--- src/rtl/core/fsr_div_pipe.sv ---
// Pipelined restoring divider, one quotient bit per register stage.
// Carries a valid bit and a sideband word alongside; uses no package items.

module fsr_div_pipe #(
  parameter int unsigned NumW  = 59,
  parameter int unsigned DenW  = 30,
  parameter int unsigned QuoW  = 29,
  parameter int unsigned SideW = 1
) (
  input  logic             clk_i,
  input  logic             rst_ni,
  input  logic             valid_i,
  input  logic [NumW-1:0]  num_i,
  input  logic [DenW-1:0]  den_i,
  input  logic [SideW-1:0] side_i,
  output logic             valid_o,
  output logic [QuoW-1:0]  quo_o,
  output logic [SideW-1:0] side_o
);

  logic             valid_q [QuoW];
  logic [NumW-1:0]  rem_q   [QuoW];
  logic [DenW-1:0]  den_q   [QuoW];
  logic [QuoW-1:0]  quo_q   [QuoW];
  logic [SideW-1:0] side_q  [QuoW];

  for (genvar k = 0; k < QuoW; k++) begin : g_stage
    localparam int unsigned Bit = QuoW - 1 - k;
    logic             v_in;
    logic [NumW-1:0]  rem_in;
    logic [NumW-1:0]  trial;
    logic [DenW-1:0]  den_in;
    logic [QuoW-1:0]  quo_in;
    logic [SideW-1:0] side_in;

    if (k == 0) begin : g_head
      assign v_in    = valid_i;
      assign rem_in  = num_i;
      assign den_in  = den_i;
      assign quo_in  = '0;
      assign side_in = side_i;
    end else begin : g_body
      assign v_in    = valid_q[k-1];
      assign rem_in  = rem_q[k-1];
      assign den_in  = den_q[k-1];
      assign quo_in  = quo_q[k-1];
      assign side_in = side_q[k-1];
    end

    assign trial = NumW'(den_in) << Bit;

    always_ff @(posedge clk_i or negedge rst_ni) begin
      if (!rst_ni) begin
        valid_q[k] <= 1'b0;
      end else begin
        valid_q[k] <= v_in;
      end
    end

    always_ff @(posedge clk_i) begin
      den_q[k]  <= den_in;
      side_q[k] <= side_in;
      if (rem_in >= trial) begin
        rem_q[k] <= rem_in - trial;
        quo_q[k] <= quo_in | (QuoW'(1) << Bit);
      end else begin
        rem_q[k] <= rem_in;
        quo_q[k] <= quo_in;
      end
    end
  end

  assign valid_o = valid_q[QuoW-1];
  assign quo_o   = quo_q[QuoW-1];
  assign side_o  = side_q[QuoW-1];

endmodule

--- config.mk ---
export PLATFORM = sky130hd
export DESIGN_NAME = fsr_div_pipe
export DESIGN_NICKNAME = d
export VERILOG_FILES = /design/src/rtl/core/fsr_div_pipe.sv
export SDC_FILE = /design/constraint.sdc
export NUM_CORES = 2
export LEC_CHECK = 0
export BUFFER_PORTS_ARGS = -buffer_cell sky130_fd_sc_hd__buf_2
export CAP_MARGIN = 20
export CORE_MARGIN = 4
export CORE_UTILIZATION = 25
export CTS_CLUSTER_DIAMETER = 80
export DETAILED_ROUTE_END_ITERATION = 7
export GPL_ROUTABILITY_DRIVEN = 0
export MAX_ROUTING_LAYER = met4
export PLACE_DENSITY_LB_ADDON = 0.3
export SYNTH_ARGS = -nofsm -noshare
export SYNTH_HDL_FRONTEND = slang
export SYNTH_SLANG_ARGS = --single-unit
export TNS_END_PERCENT = 1
--- constraint.sdc ---
create_clock -name clk_i -period 3.9 [get_ports clk_i]
set_input_delay 0.975 -clock clk_i [delete_from_list [all_inputs] [get_ports clk_i]]
set_output_delay 0.975 -clock clk_i [all_outputs]
set_load 0.02 [all_outputs]
After elaboration in Yosys (flattened, before gate mapping)
Memory sizes are Yosys's and may differ from the RTL's.
Index checks and enable logic that the tools add are counted.

word-level totals
  memories = 4
  latch bits = 0
  ROM bits = 0
  input bits = 93
  bits in writable memories = 3,451
  output and inout bits = 31
  flip-flop bits (word level) = 29

memories
  memory  depth  bits a word  read ports  clocked after memory_dff  write ports  line  source
  rem_q   29     59           28          0                         29           22    logic [NumW-1:0] rem_q [QuoW];
  den_q   29     30           28          0                         29           23    logic [DenW-1:0] den_q [QuoW];
  quo_q   29     29           29          0                         29           24    logic [QuoW-1:0] quo_q [QuoW];
  side_q  29     1            29          0                         29           25    logic [SideW-1:0] side_q [QuoW];

cells by class
  bitwise logic cells = 58
  magnitude comparators = 29
  add/sub/neg operators = 29
  divide/modulo/power cells = 0
  multiply operators = 0
  equal/unequal tests = 0
  muxes and demuxes = 145
  shifts and indexed selects = 0
  reductions and logical operators = 0

operators with widths
  cell              count
  $mux 59           29
  $mux 29           29
  $mux 1            87
  $ge 59x30->1      1
  $ge 59x31->1      1
  $ge 59x32->1      1
  $ge 59x33->1      1
  $ge 59x34->1      1
  $ge 59x35->1      1
  $ge 59x36->1      1
  $ge 59x37->1      1
  $ge 59x38->1      1
  $ge 59x39->1      1
  $ge 59x40->1      1
  $ge 59x41->1      1
  $ge 59x42->1      1
  $ge 59x43->1      1
  $ge 59x44->1      1
  $ge 59x45->1      1
  $ge 59x46->1      1
  $ge 59x47->1      1
  $ge 59x48->1      1
  $ge 59x49->1      1
  $ge 59x50->1      1
  38 further kinds  95

Longest topological paths before layout
An unclocked memory read counts as a cell.

  depth in word-level cells = 5
  mapped depth = 16
  mapped depth without buffers = 15

Worst setup path after synthesis
OpenSTA, ideal clock, no wires.

  path type = input to register
  start point = in den_i[12]
  end point = mem rem_q[0][32]
  stages = 13
  required time = 3,779 ps
  buffers on the path = 2
  library setup time = 121 ps
  path slack = -10 ps
  arrival = 3,789 ps
  cells stage by stage = inv_1 ha_1 clkbuf_1 a21o_1 a21o_1 a2111oi_0 nor3_1 a2111oi_0 or3_1 o311a_1 o21ai_1 buf_2 mux2_2

RTL lines
  what                line  source
  start: declaration  14    input logic [DenW-1:0] den_i,
  end: declaration    22

==> metrics.md <==
| Metric | Value |
|---|---|
| Layout Nets | `15300` |
| Layout cells sized above 1 | `0.109` |
| Final setup margin | `slightly below 90 ps` |
| Fill cells | `53100` |
| First-pass GRT wire length | `520000 microns` |
| Yosys reg bits | `2985` |
| Top cell type's share of synthesized area | `0.466` |
| Outcome | `complete, no violations` |
| Placed Area | `approximately 140000 sq um` |
| Area growth, synth to finish | `19.4%` |
| CTS tree | `done` |
| Finished Layout Cells | `21300` |
| Area contributors post-synth | `dfxtp_1, ha_1, a21oi_1, xnor2_1, xor2_1` |
| CP startpoint kind | `flop` |
| Worst Path Max Fanout | `4` |
| Initial DRC Count | `roughly 4700` |
| Leading area contributor after synthesis | `dfxtp_1` |
| TNS Setup | `0 ps` |
| Num CTS Buffers | `between 300 and 400` |
| Drt pass-1 iters | `6` |
| Vias per cell | `4.47` |
| EDFF count, synth | `0` |
| Mapped cell area | `127000 sq um` |
| Pwr dens | `865 nW/um^2` |
| Post-DP HPWL | `263000 microns` |
| Final Util | `0.300` |
| Worst-path clk slew | `60 ps` |
| I/O pin total | `124` |
| Period utilization | `0.977` |
| Drt drc | `0` |
| Initial Util | `0.251` |
| Drt total wl | `approximately 330000 microns` |
| Rows | `261` |
| FFs w/ async S/R, synth | `0.00972` |
| Final Hold Viols | `0` |
| Vias in the first global route | `97000` |
| Max Cap Violations | `0` |
| Worst setup path class | `reg -> reg` |
| Initial antenna violation count | `4` |
| Worst endpoint data arrival time | `about 4600 ps` |
| Post-route design area | `roughly 150000 sq um` |
| Post-route ant nets | `0` |
| IO buf count | `123` |
| Peak supply drop | `0.000450 V` |
| Placed Cells | `20700` |
| Clk_skew | `89.5 ps` |
| Tmin final | `3810 ps` |
| # H-tree levels | `5` |
| Pre-CTS setup slack | `-242 ps` |
| Critical path required time | `4700 ps` |
| Most common cell after layout, fill and taps aside | `dfxtp_1` |
| Root buf cell | `clkbuf_16` |
| Die ar. | `519000 sq um` |
| WL/cell | `approximately 15 microns` |
| Max-slew violations | `0` |
| Mapped Cells | `13600` |
| Hold Slack | `138 ps` |
| Avg Inst Size Synth | `9.34 sq um` |
| Min-delay worst type | `in -> reg` |
| Post-synth cell types | `97` |
| Sink Count | `2985` |
| Commonest non-fill, non-tap cells in the layout | `dfxtp_1, a21oi_1, inv_1, nand2_1, nor2_1` |
| Fmax achieved | `between 200 and 300 MHz` |
| Final setup fails | `0` |
| Worst Tran Pin Value | `827 ps` |
| Leak | `65.7 nW` |
| Die Ht | `around 700 microns` |
| Core Area | `506000 sq um` |
| Die Width | `720 microns` |
| Syn Nets | `roughly 15000` |
| Grt total ovfl | `0` |
| Max-slew headroom | `0.444` |
| RSZ-0062 raised after global routing | `yes` |
| GRT Total Usage | `0.126` |
| Total power | `131 mW` |
| Via Count | `95200` |
| Crit end category | `flop` |
| Worst skew pair latency | `940 ps` |
| Ys Warns | `0` |
| Dominant synthesized flop cell | `dfxtp_1` |
| Register area share after synthesis | `0.472` |
| Maximum clock path buffer count | `4` |
| Largest net degree at the start of global routing | `59` |
==> registers in the layout (all words and copies together), names as in the netlist <==
register	flops
quo_q	435
rem_q	1652
valid_o	1
g_stage.v_in	28
side_q	29
den_q	840
==> cell usage after synthesis (137+ instances only) <==
cell type  instances
dfxtp_1         2956
a21oi_1         1111
inv_1           1097
nand2_1          977
nor2_1           945
ha_1             870
o21ai_0          788
xnor2_1          567
xor2_1           535
a21o_1           488
clkbuf_1         281
nor3_1           268
nand3_1          246
nor4_1           224
nand4_1          187
mux2_2           145
nand2b_1         137
==> worst paths after layout <==
| check | start | to | slack, ps | cells past startpoint |
|---|---|---|---|---|
| min in group asynchronous | rst_ni | g_stage[2].v_in | 600 | 2 |
| hold / removal | num_i[14] | rem_q[0][14] | 140 | 1 |
| setup reg to reg | den_q[0][392] | rem_q[0][884] | 90 | 14 |
| max in group asynchronous | rst_ni | g_stage[9].v_in | 2880 | 2 |
| setup / recovery | den_q[0][392] | rem_q[0][884] | 90 | 14 |
| hold reg to reg | quo_q[1][43] | quo_q[1][72] | 290 | 0 |
==> where the power goes <==
part	total, mW	leakage [nW]	internal, mW	switching [mW]
Sequential	44.9	25.2	38.9	6.00
Clock	32.4	5.69	19.5	12.9
Combinational	53.8	34.9	24.3	29.5
Total	131	65.7	82.8	48.3
==> kinds of logic after synthesis <==
group                      count (synthesis)  share of synthesized area
AOI/OAI and AO/OA                       3317                      0.162
xor gates and xnor gates                1102                     0.0761
adders and majority gates                898                     0.0902
buffers and inverters                   1449                     0.0433
DFF                                     2985                      0.472
muxes                                    153                     0.0135
and+or+nand+nor                         3679                      0.143
==> cell type report <==
type	instances	area, sq um	area share
clock inverter	125	1620	0.0107
tap	6706	8390	0.0554
antenna	3	7.51	0.0000496
sequential	2985	59900	0.395
multi-input combinational	9149	62000	0.409
clock buffer	488	10000	0.0662
timing repair buffer	722	5430	0.0359
inverter	1100	4130	0.0273
==> per-layer routing <==
layer	track usage	part of all wire	up-vias
li1	-	-	48700
met1	0.128	0.39	43900
met2	0.236	0.52	1659
met3	0.0151	0.032	841
met4	0.0697	0.064	0
met5	-	0	-
==> worst max-delay path, cell delays in order, from the launching register on <==
cell and delay (ps):
dfxtp_1 330, inv_1 50, ha_1 320, nor2b_1 170
o31ai_1 250, buf_4 160, a21oi_1 110, o21ai_0 240
buf_4 160, a21oi_1 110, or4_1 600, a31oi_1 280
nor4b_2 300, or3b_2 490, xnor2_1 130
==> repair_timing <==
| action | in CTS | in global routing |
|---|---|---|
| hold buffers | 1 | 0 |
| endpoints found under the setup margin | 46 | 132 |
| setup buffers | 0 | 1 |
| endpoints found under the hold margin | 1 | 0 |
| gates resized for setup | 8 | 51 |
| pin swaps | 0 | 10 |
Power figures use the tool's default switching activity.
