**config.mk**
```make
export PLATFORM = sky130hd
export DESIGN_NAME = fsr_sqrt_pipe
export DESIGN_NICKNAME = d
export VERILOG_FILES = /design/src/rtl/core/fsr_sqrt_pipe.sv
export SDC_FILE = /design/constraint.sdc
export NUM_CORES = 2
export LEC_CHECK = 0
export BUFFER_PORTS_ARGS = -buffer_cell sky130_fd_sc_hd__buf_2
export CELL_PAD_IN_SITES_DETAIL_PLACEMENT = 0
export CELL_PAD_IN_SITES_GLOBAL_PLACEMENT = 1
export CORE_UTILIZATION = 50
export DETAILED_ROUTE_END_ITERATION = 10
export HOLD_SLACK_MARGIN = 0.02
export PLACE_DENSITY = 0.81
export RECOVER_POWER = 25
export SLEW_MARGIN = 10
export SYNTH_ARGS = -nofsm -noshare
export SYNTH_HDL_FRONTEND = slang
export SYNTH_SLANG_ARGS = --single-unit
```
**constraint.sdc**
```tcl
create_clock -name clk_i -period 4.7 [get_ports clk_i]
set_clock_uncertainty 0.2 [all_clocks]
set_input_delay 0.47 -clock clk_i [delete_from_list [all_inputs] [get_ports clk_i]]
set_output_delay 0.47 -clock clk_i [all_outputs]
set_load 0.02 [all_outputs]
```
**src/rtl/core/fsr_sqrt_pipe.sv**
```systemverilog
// Pipelined integer square root, one root bit per register stage.
// Carries a valid bit and a sideband word alongside; uses no package items.

module fsr_sqrt_pipe #(
  parameter int unsigned RootW = 29,
  parameter int unsigned SideW = 1
) (
  input  logic               clk_i,
  input  logic               rst_ni,
  input  logic               valid_i,
  input  logic [2*RootW-1:0] rad_i,
  input  logic [SideW-1:0]   side_i,
  output logic               valid_o,
  output logic [RootW-1:0]   root_o,
  output logic [SideW-1:0]   side_o
);

  localparam int unsigned RadW = 2 * RootW;

  logic             valid_q [RootW];
  logic [RadW-1:0]  rem_q   [RootW];
  logic [RootW-1:0] root_q  [RootW];
  logic [SideW-1:0] side_q  [RootW];

  for (genvar k = 0; k < RootW; k++) begin : g_stage
    localparam int unsigned Bit = RootW - 1 - k;
    logic             v_in;
    logic [RadW-1:0]  rem_in;
    logic [RadW-1:0]  trial;
    logic [RootW-1:0] root_in;
    logic [SideW-1:0] side_in;

    if (k == 0) begin : g_head
      assign v_in    = valid_i;
      assign rem_in  = rad_i;
      assign root_in = '0;
      assign side_in = side_i;
    end else begin : g_body
      assign v_in    = valid_q[k-1];
      assign rem_in  = rem_q[k-1];
      assign root_in = root_q[k-1];
      assign side_in = side_q[k-1];
    end

    assign trial = (RadW'(root_in) << (Bit + 1)) | (RadW'(1) << (2 * Bit));

    always_ff @(posedge clk_i or negedge rst_ni) begin
      if (!rst_ni) begin
        valid_q[k] <= 1'b0;
      end else begin
        valid_q[k] <= v_in;
      end
    end

    always_ff @(posedge clk_i) begin
      side_q[k] <= side_in;
      if (rem_in >= trial) begin
        rem_q[k]  <= rem_in - trial;
        root_q[k] <= root_in | (RootW'(1) << Bit);
      end else begin
        rem_q[k]  <= rem_in;
        root_q[k] <= root_in;
      end
    end
  end

  assign valid_o = valid_q[RootW-1];
  assign root_o  = root_q[RootW-1];
  assign side_o  = side_q[RootW-1];

endmodule

```
Word level (Yosys, flattened, before mapping)
Memories as Yosys holds them, arrays and structs flattened.
Cells that the tools add are included.
{"block": "classes", "n_addsub": 29, "magnitude_cmp": 29, "mux": 145, "n_bitwise": 58}
{"op": "58-bit 2-to-1 mux", "count": 29}
{"op": "29-bit 2-to-1 mux", "count": 29}
{"op": "1-bit 2-to-1 mux", "count": 87}
{"op": "58-bit by 30-bit greater-or-equal comparator with 1-bit output", "count": 1}
{"op": "58-bit by 31-bit greater-or-equal comparator with 1-bit output", "count": 1}
{"op": "58-bit by 32-bit greater-or-equal comparator with 1-bit output", "count": 1}
{"op": "58-bit by 33-bit greater-or-equal comparator with 1-bit output", "count": 1}
{"op": "58-bit by 34-bit greater-or-equal comparator with 1-bit output", "count": 1}
{"op": "58-bit by 35-bit greater-or-equal comparator with 1-bit output", "count": 1}
{"op": "58-bit by 36-bit greater-or-equal comparator with 1-bit output", "count": 1}
{"op": "58-bit by 37-bit greater-or-equal comparator with 1-bit output", "count": 1}
{"op": "58-bit by 38-bit greater-or-equal comparator with 1-bit output", "count": 1}
{"op": "58-bit by 39-bit greater-or-equal comparator with 1-bit output", "count": 1}
{"op": "58-bit by 40-bit greater-or-equal comparator with 1-bit output", "count": 1}
{"op": "58-bit by 41-bit greater-or-equal comparator with 1-bit output", "count": 1}
{"op": "58-bit by 42-bit greater-or-equal comparator with 1-bit output", "count": 1}
{"op": "58-bit by 43-bit greater-or-equal comparator with 1-bit output", "count": 1}
{"op": "58-bit by 44-bit greater-or-equal comparator with 1-bit output", "count": 1}
{"op": "58-bit by 45-bit greater-or-equal comparator with 1-bit output", "count": 1}
{"op": "58-bit by 46-bit greater-or-equal comparator with 1-bit output", "count": 1}
{"op": "58-bit by 47-bit greater-or-equal comparator with 1-bit output", "count": 1}
{"op": "58-bit by 48-bit greater-or-equal comparator with 1-bit output", "count": 1}
{"op": "58-bit by 49-bit greater-or-equal comparator with 1-bit output", "count": 1}
{"op": "58-bit by 50-bit greater-or-equal comparator with 1-bit output", "count": 1}
{"op": "other kinds (38)", "count": 95}
{"block": "word_totals", "reg_bits": 29, "ram_bits": 2552, "inputBits": 62, "output_inout_bits": 31, "n_memories": 3}
{"name": "rem_q", "depth": 29, "width": 58, "read_ports": 28, "rd_ports_with_merged_regs": 0, "write_ports": 29, "line": "21", "text": "logic [RadW-1:0] rem_q [RootW];"}
{"name": "root_q", "depth": 29, "width": 29, "read_ports": 29, "rd_ports_with_merged_regs": 0, "write_ports": 29, "line": "22", "text": "logic [RootW-1:0] root_q [RootW];"}
{"name": "side_q", "depth": 29, "width": 1, "read_ports": 29, "rd_ports_with_merged_regs": 0, "write_ports": 29, "line": "23", "text": "logic [SideW-1:0] side_q [RootW];"}

Logic depth before layout (Yosys ltp)
An unclocked memory read counts as a cell.
{"block": "depth", "word_depth": 5, "depth_mapped": 14, "ltp_nobuf": 12}

Worst setup path after synthesis
Ideal clock, no wire load.
{"block": "synth_path", "path_kind": "reg-to-reg", "startpoint": "memory root_q[24][27], in the netlist root_q[12][27]", "endpoint": "memory rem_q[12][99] (netlist bit)", "t_arrival_ps": 3030, "t_required_ps": 4428, "slack_ps": 1398, "path_stages_with_launch": 14, "cell_sequence": "dfxtp_1 -> inv_1 -> ha_1 -> buf_2 -> nand4b_1 -> or4_1 -> nor4_1 -> a211o_1 -> nor2_1 -> and2_1 -> buf_4 -> or4_1 -> nor3_1 -> xor2_1"}
{"item": "start: declaration", "line": "22"}
{"item": "end: declaration", "line": "21"}

==> metrics <==
status complete, no violations; first-pass GRT wire length approximately 310000 um; setup violators final 0; # rows roughly 150; yosys warns 0; vias per inst between 5 and 6; critical path class reg2reg; M3 GR Usage under 10%; Final period util between 90% and 100%; Routed WL per cell around 19 um; Crit path required time 5.23 ns; routing usage on met2 a little over two fifths; power consumption between 50 and 60 mW; gr busiest metal met2; max-cap violation count 0; Slew Limit Fails 0; clock buffer depth 3; Yosys reg bits approximately 2100; sw power 18.49 mW; vias in the first global route ~56000; Chip Width roughly 400 um; largest net degree at the start of global routing 53; final wirelength slightly below 200000 um; sw frac approximately a third; drt first pass iters 8; Die H 399.2 um; RSZ-0062 raised after global routing false; Post-Syn Instances 7822; post-CTS setup buffer count 0; Nets about 8700; CTS Hold Buffers Added between 100 and 150; Peak Freq approximately 0.22 GHz; slew margin rel. roughly 33%; synthesized area per cell around 10 sq um; Area growth, synth to finish 14.33%; Hold WC Path Type reg2reg; initial antenna violation count 6; ys flop type dfxtp_1; logic gate share of total power 24.1%; RePlAce Congestion roughly 0.91; CTS resizes 0; Root Buffer clkbuf_16; final hold violations 0; DIE AREA around 160000 sq um; Final HPWL DP between 150000 and 200000 um; drt drc 0; Buffers on Ports a little over 90; Synth async-reset ratio about 1.4%; clk_lat worst skew between 0.8 and 0.9 ns; Place WS approximately 0.26 ns; share of cells above drive strength 1 approximately 7.5%; Reg power frac a little under half; clock sinks around 2100; Clk pwr share a little under a third; total gr overflow 0; IO Pins 93; global-route track usage on met1 30.81%; Core Box Area 156400 sq um; Power Density around 630 nW/um^2; H-tree depth 4; register area share after synthesis 53.91%; Worst EP arrival roughly 5.1 ns; via count 56030; Tot GR Track Use 24.48%; crit path max fanout 6; DRT antenna net count 0; First DRT Iteration DRCs roughly 3800; Max IR drop VDD 0.4815 mV; Layout fillers between 10000 and 15000; syn_nets about 8300; TritonCTS Buffers ~200; setup TNS 0 ns; Post-synth EDFFs 0; Final Util a little under 60%; Worst-Margin Slew 0.9979 ns; Final WS setup around 0.13 ns; min Tclk post-route 4.570 ns; CP startpoint kind flop; critical path endpoint category flop; CTS tree built; Reg clk slew, reported paths 0.06 ns; starting density of the core roughly half; Leak Pwr 41.03 nW; Internal ~38 mW; mapped cell area 78880 sq um; synth unique cells 93
## cell usage after synthesis (36+ instances only)
cell / number / area, sq um
dfxtp_1: 2088 / 41800
nor4_1: 272 / 1702
nor2_1: 490 / 1839
or3_1: 78 / 488.0
ha_1: 460 / 5756
inv_1: 571 / 2143
nor2b_1: 67 / 419.2
or4_1: 45 / 337.8
o21bai_1: 42 / 315.3
o21a_1: 82 / 615.6
nor3_1: 216 / 1081
nand2b_1: 86 / 538.0
a211oi_1: 38 / 285.3
a31oi_1: 44 / 275.3
mux2_2: 64 / 720.7
o21ai_0: 382 / 1912
o31ai_1: 36 / 270.3
nand2_1: 522 / 1959
a21oi_1: 475 / 2377
clkbuf_1: 120 / 450.4
o211ai_1: 37 / 277.8
xor2_1: 352 / 3083
nand3_1: 116 / 580.6
nand4_1: 134 / 838.3
xnor2_1: 357 / 3127
a21o_1: 163 / 1224
## final timing paths
kind                       depth (start not counted)  slack [ns]          endpoint      startpoint
hold reg to reg                                    0        0.07      side_q[0][9]    side_q[0][8]
max in group asynchronous                          4        3.60  g_stage[20].v_in          rst_ni
setup reg to reg                                  11        0.13    rem_q[12][103]  root_q[12][14]
setup / recovery                                  11        0.13    rem_q[12][103]  root_q[12][14]
hold / removal                                     0        0.07      side_q[0][9]    side_q[0][8]
min in group asynchronous                          4        0.54   g_stage[4].v_in          rst_ni
## worst max-delay path, cell delays in order (launching register included)
cell,delay (ns)
dfxtp_1,0.34
inv_1,0.05
ha_1,0.37
nor4bb_1,0.73
nand4_1,0.40
nor4_1,0.67
a211o_1,0.25
nor2_1,0.05
a2111oi_0,0.62
nand2_1,0.30
nor3_1,0.24
xor2_1,0.26
## final cells by class
| cell class | instances | area [sq um] | share of cell area [%] |
|---|---|---|---|
| antenna | 2 | 5.005 | 0.005550 |
| clock buffer | 275 | 5752 | 6.378 |
| clock inverter | 97 | 1496 | 1.659 |
| inverter | 574 | 2157 | 2.392 |
| multi-input combinational | 4986 | 33700 | 37.37 |
| sequential | 2117 | 42530 | 47.16 |
| tap | 2058 | 2575 | 2.855 |
| timing repair buffer | 252 | 1974 | 2.189 |
## state kept, by name, indices dropped and copies added, names as in the netlist
name and cells:
rem_q 1624, root_q 435, side_q 29, g_stage.v_in 28, valid_o 1
## layout by cell type (no fill, tap or decap), types with 36 or more instances in the layout
master         netlist  final
inv_1              571    571
mux2_2              64     64
a21oi_1            475    474
nor2_1             490    489
buf_4                1     43
nand4_1            134    134
xnor2_1            357    357
o21bai_1            42     42
a21o_1             163    163
buf_2               11     92
nor3_1             216    216
o21a_1              82     82
a31oi_1             44     43
nand2_1            522    522
o21ai_0            382    381
nor4_1             272    271
clkbuf_8             0     38
o31ai_1             36     36
nand2b_1            86     86
o211ai_1            37     37
xor2_1             352    352
dfxtp_1           2088   2088
a211oi_1            38     38
or4_1               45     45
or3_1               78     78
clkbuf_16            0    204
dlygate4sd3_1        0    115
ha_1               460    460
nor2b_1             67     67
nand3_1            116    116
## per-layer routing
| metal | share of wire [%] | wire length (um) |
|---|---|---|
| met5 | 0.0061 | 12 |
| met2 | 49 | 95950 |
| met1 | 44 | 87380 |
| met3 | 3.9 | 7702 |
| met4 | 3.0 | 5837 |
## through the flow
step	cells	cell area [sq um]	hold slack [ns]
floorplan	7822	78880	-0.02559
global route	10360	90180	0.07080
CTS	10360	90170	0.02097
finish	10360	90180	0.06831
global placement	9871	81750	0.1095
detailed placement	9871	81750	0.1121
## power by group through the flow
| stage | Clock [mW] | Combinational [mW] | Sequential, mW |
|---|---|---|---|
| 2_1_floorplan | 0 | 10.4 | 24.3 |
| 3_3_place_gp | 0 | 13.2 | 26.0 |
| 3_5_place_dp | 0 | 13.3 | 26.0 |
| 4_1_cts | 17.4 | 13.5 | 25.7 |
| 5_1_grt | 18.2 | 15.1 | 26.1 |
| 6_report | 17.1 | 13.6 | 25.7 |
## kinds of logic (layout without fill, tap and decap cells)
| family | after synthesis | after routing | synth area share [%] |
|---|---|---|---|
| and+or+nand+nor | 2251 | 2251 | 14.67 |
| DFF | 2117 | 2117 | 53.91 |
| AOI/OAI and AO/OA | 1489 | 1489 | 11.70 |
| buffers and inverters | 719 | 1198 | 3.466 |
| xor gates and xnor gates | 709 | 709 | 7.873 |
| adders and majority gates | 460 | 460 | 7.297 |
| muxes | 77 | 77 | 1.082 |
| other | 0 | 2 | 0 |
(Power assumes the default switching activity.)
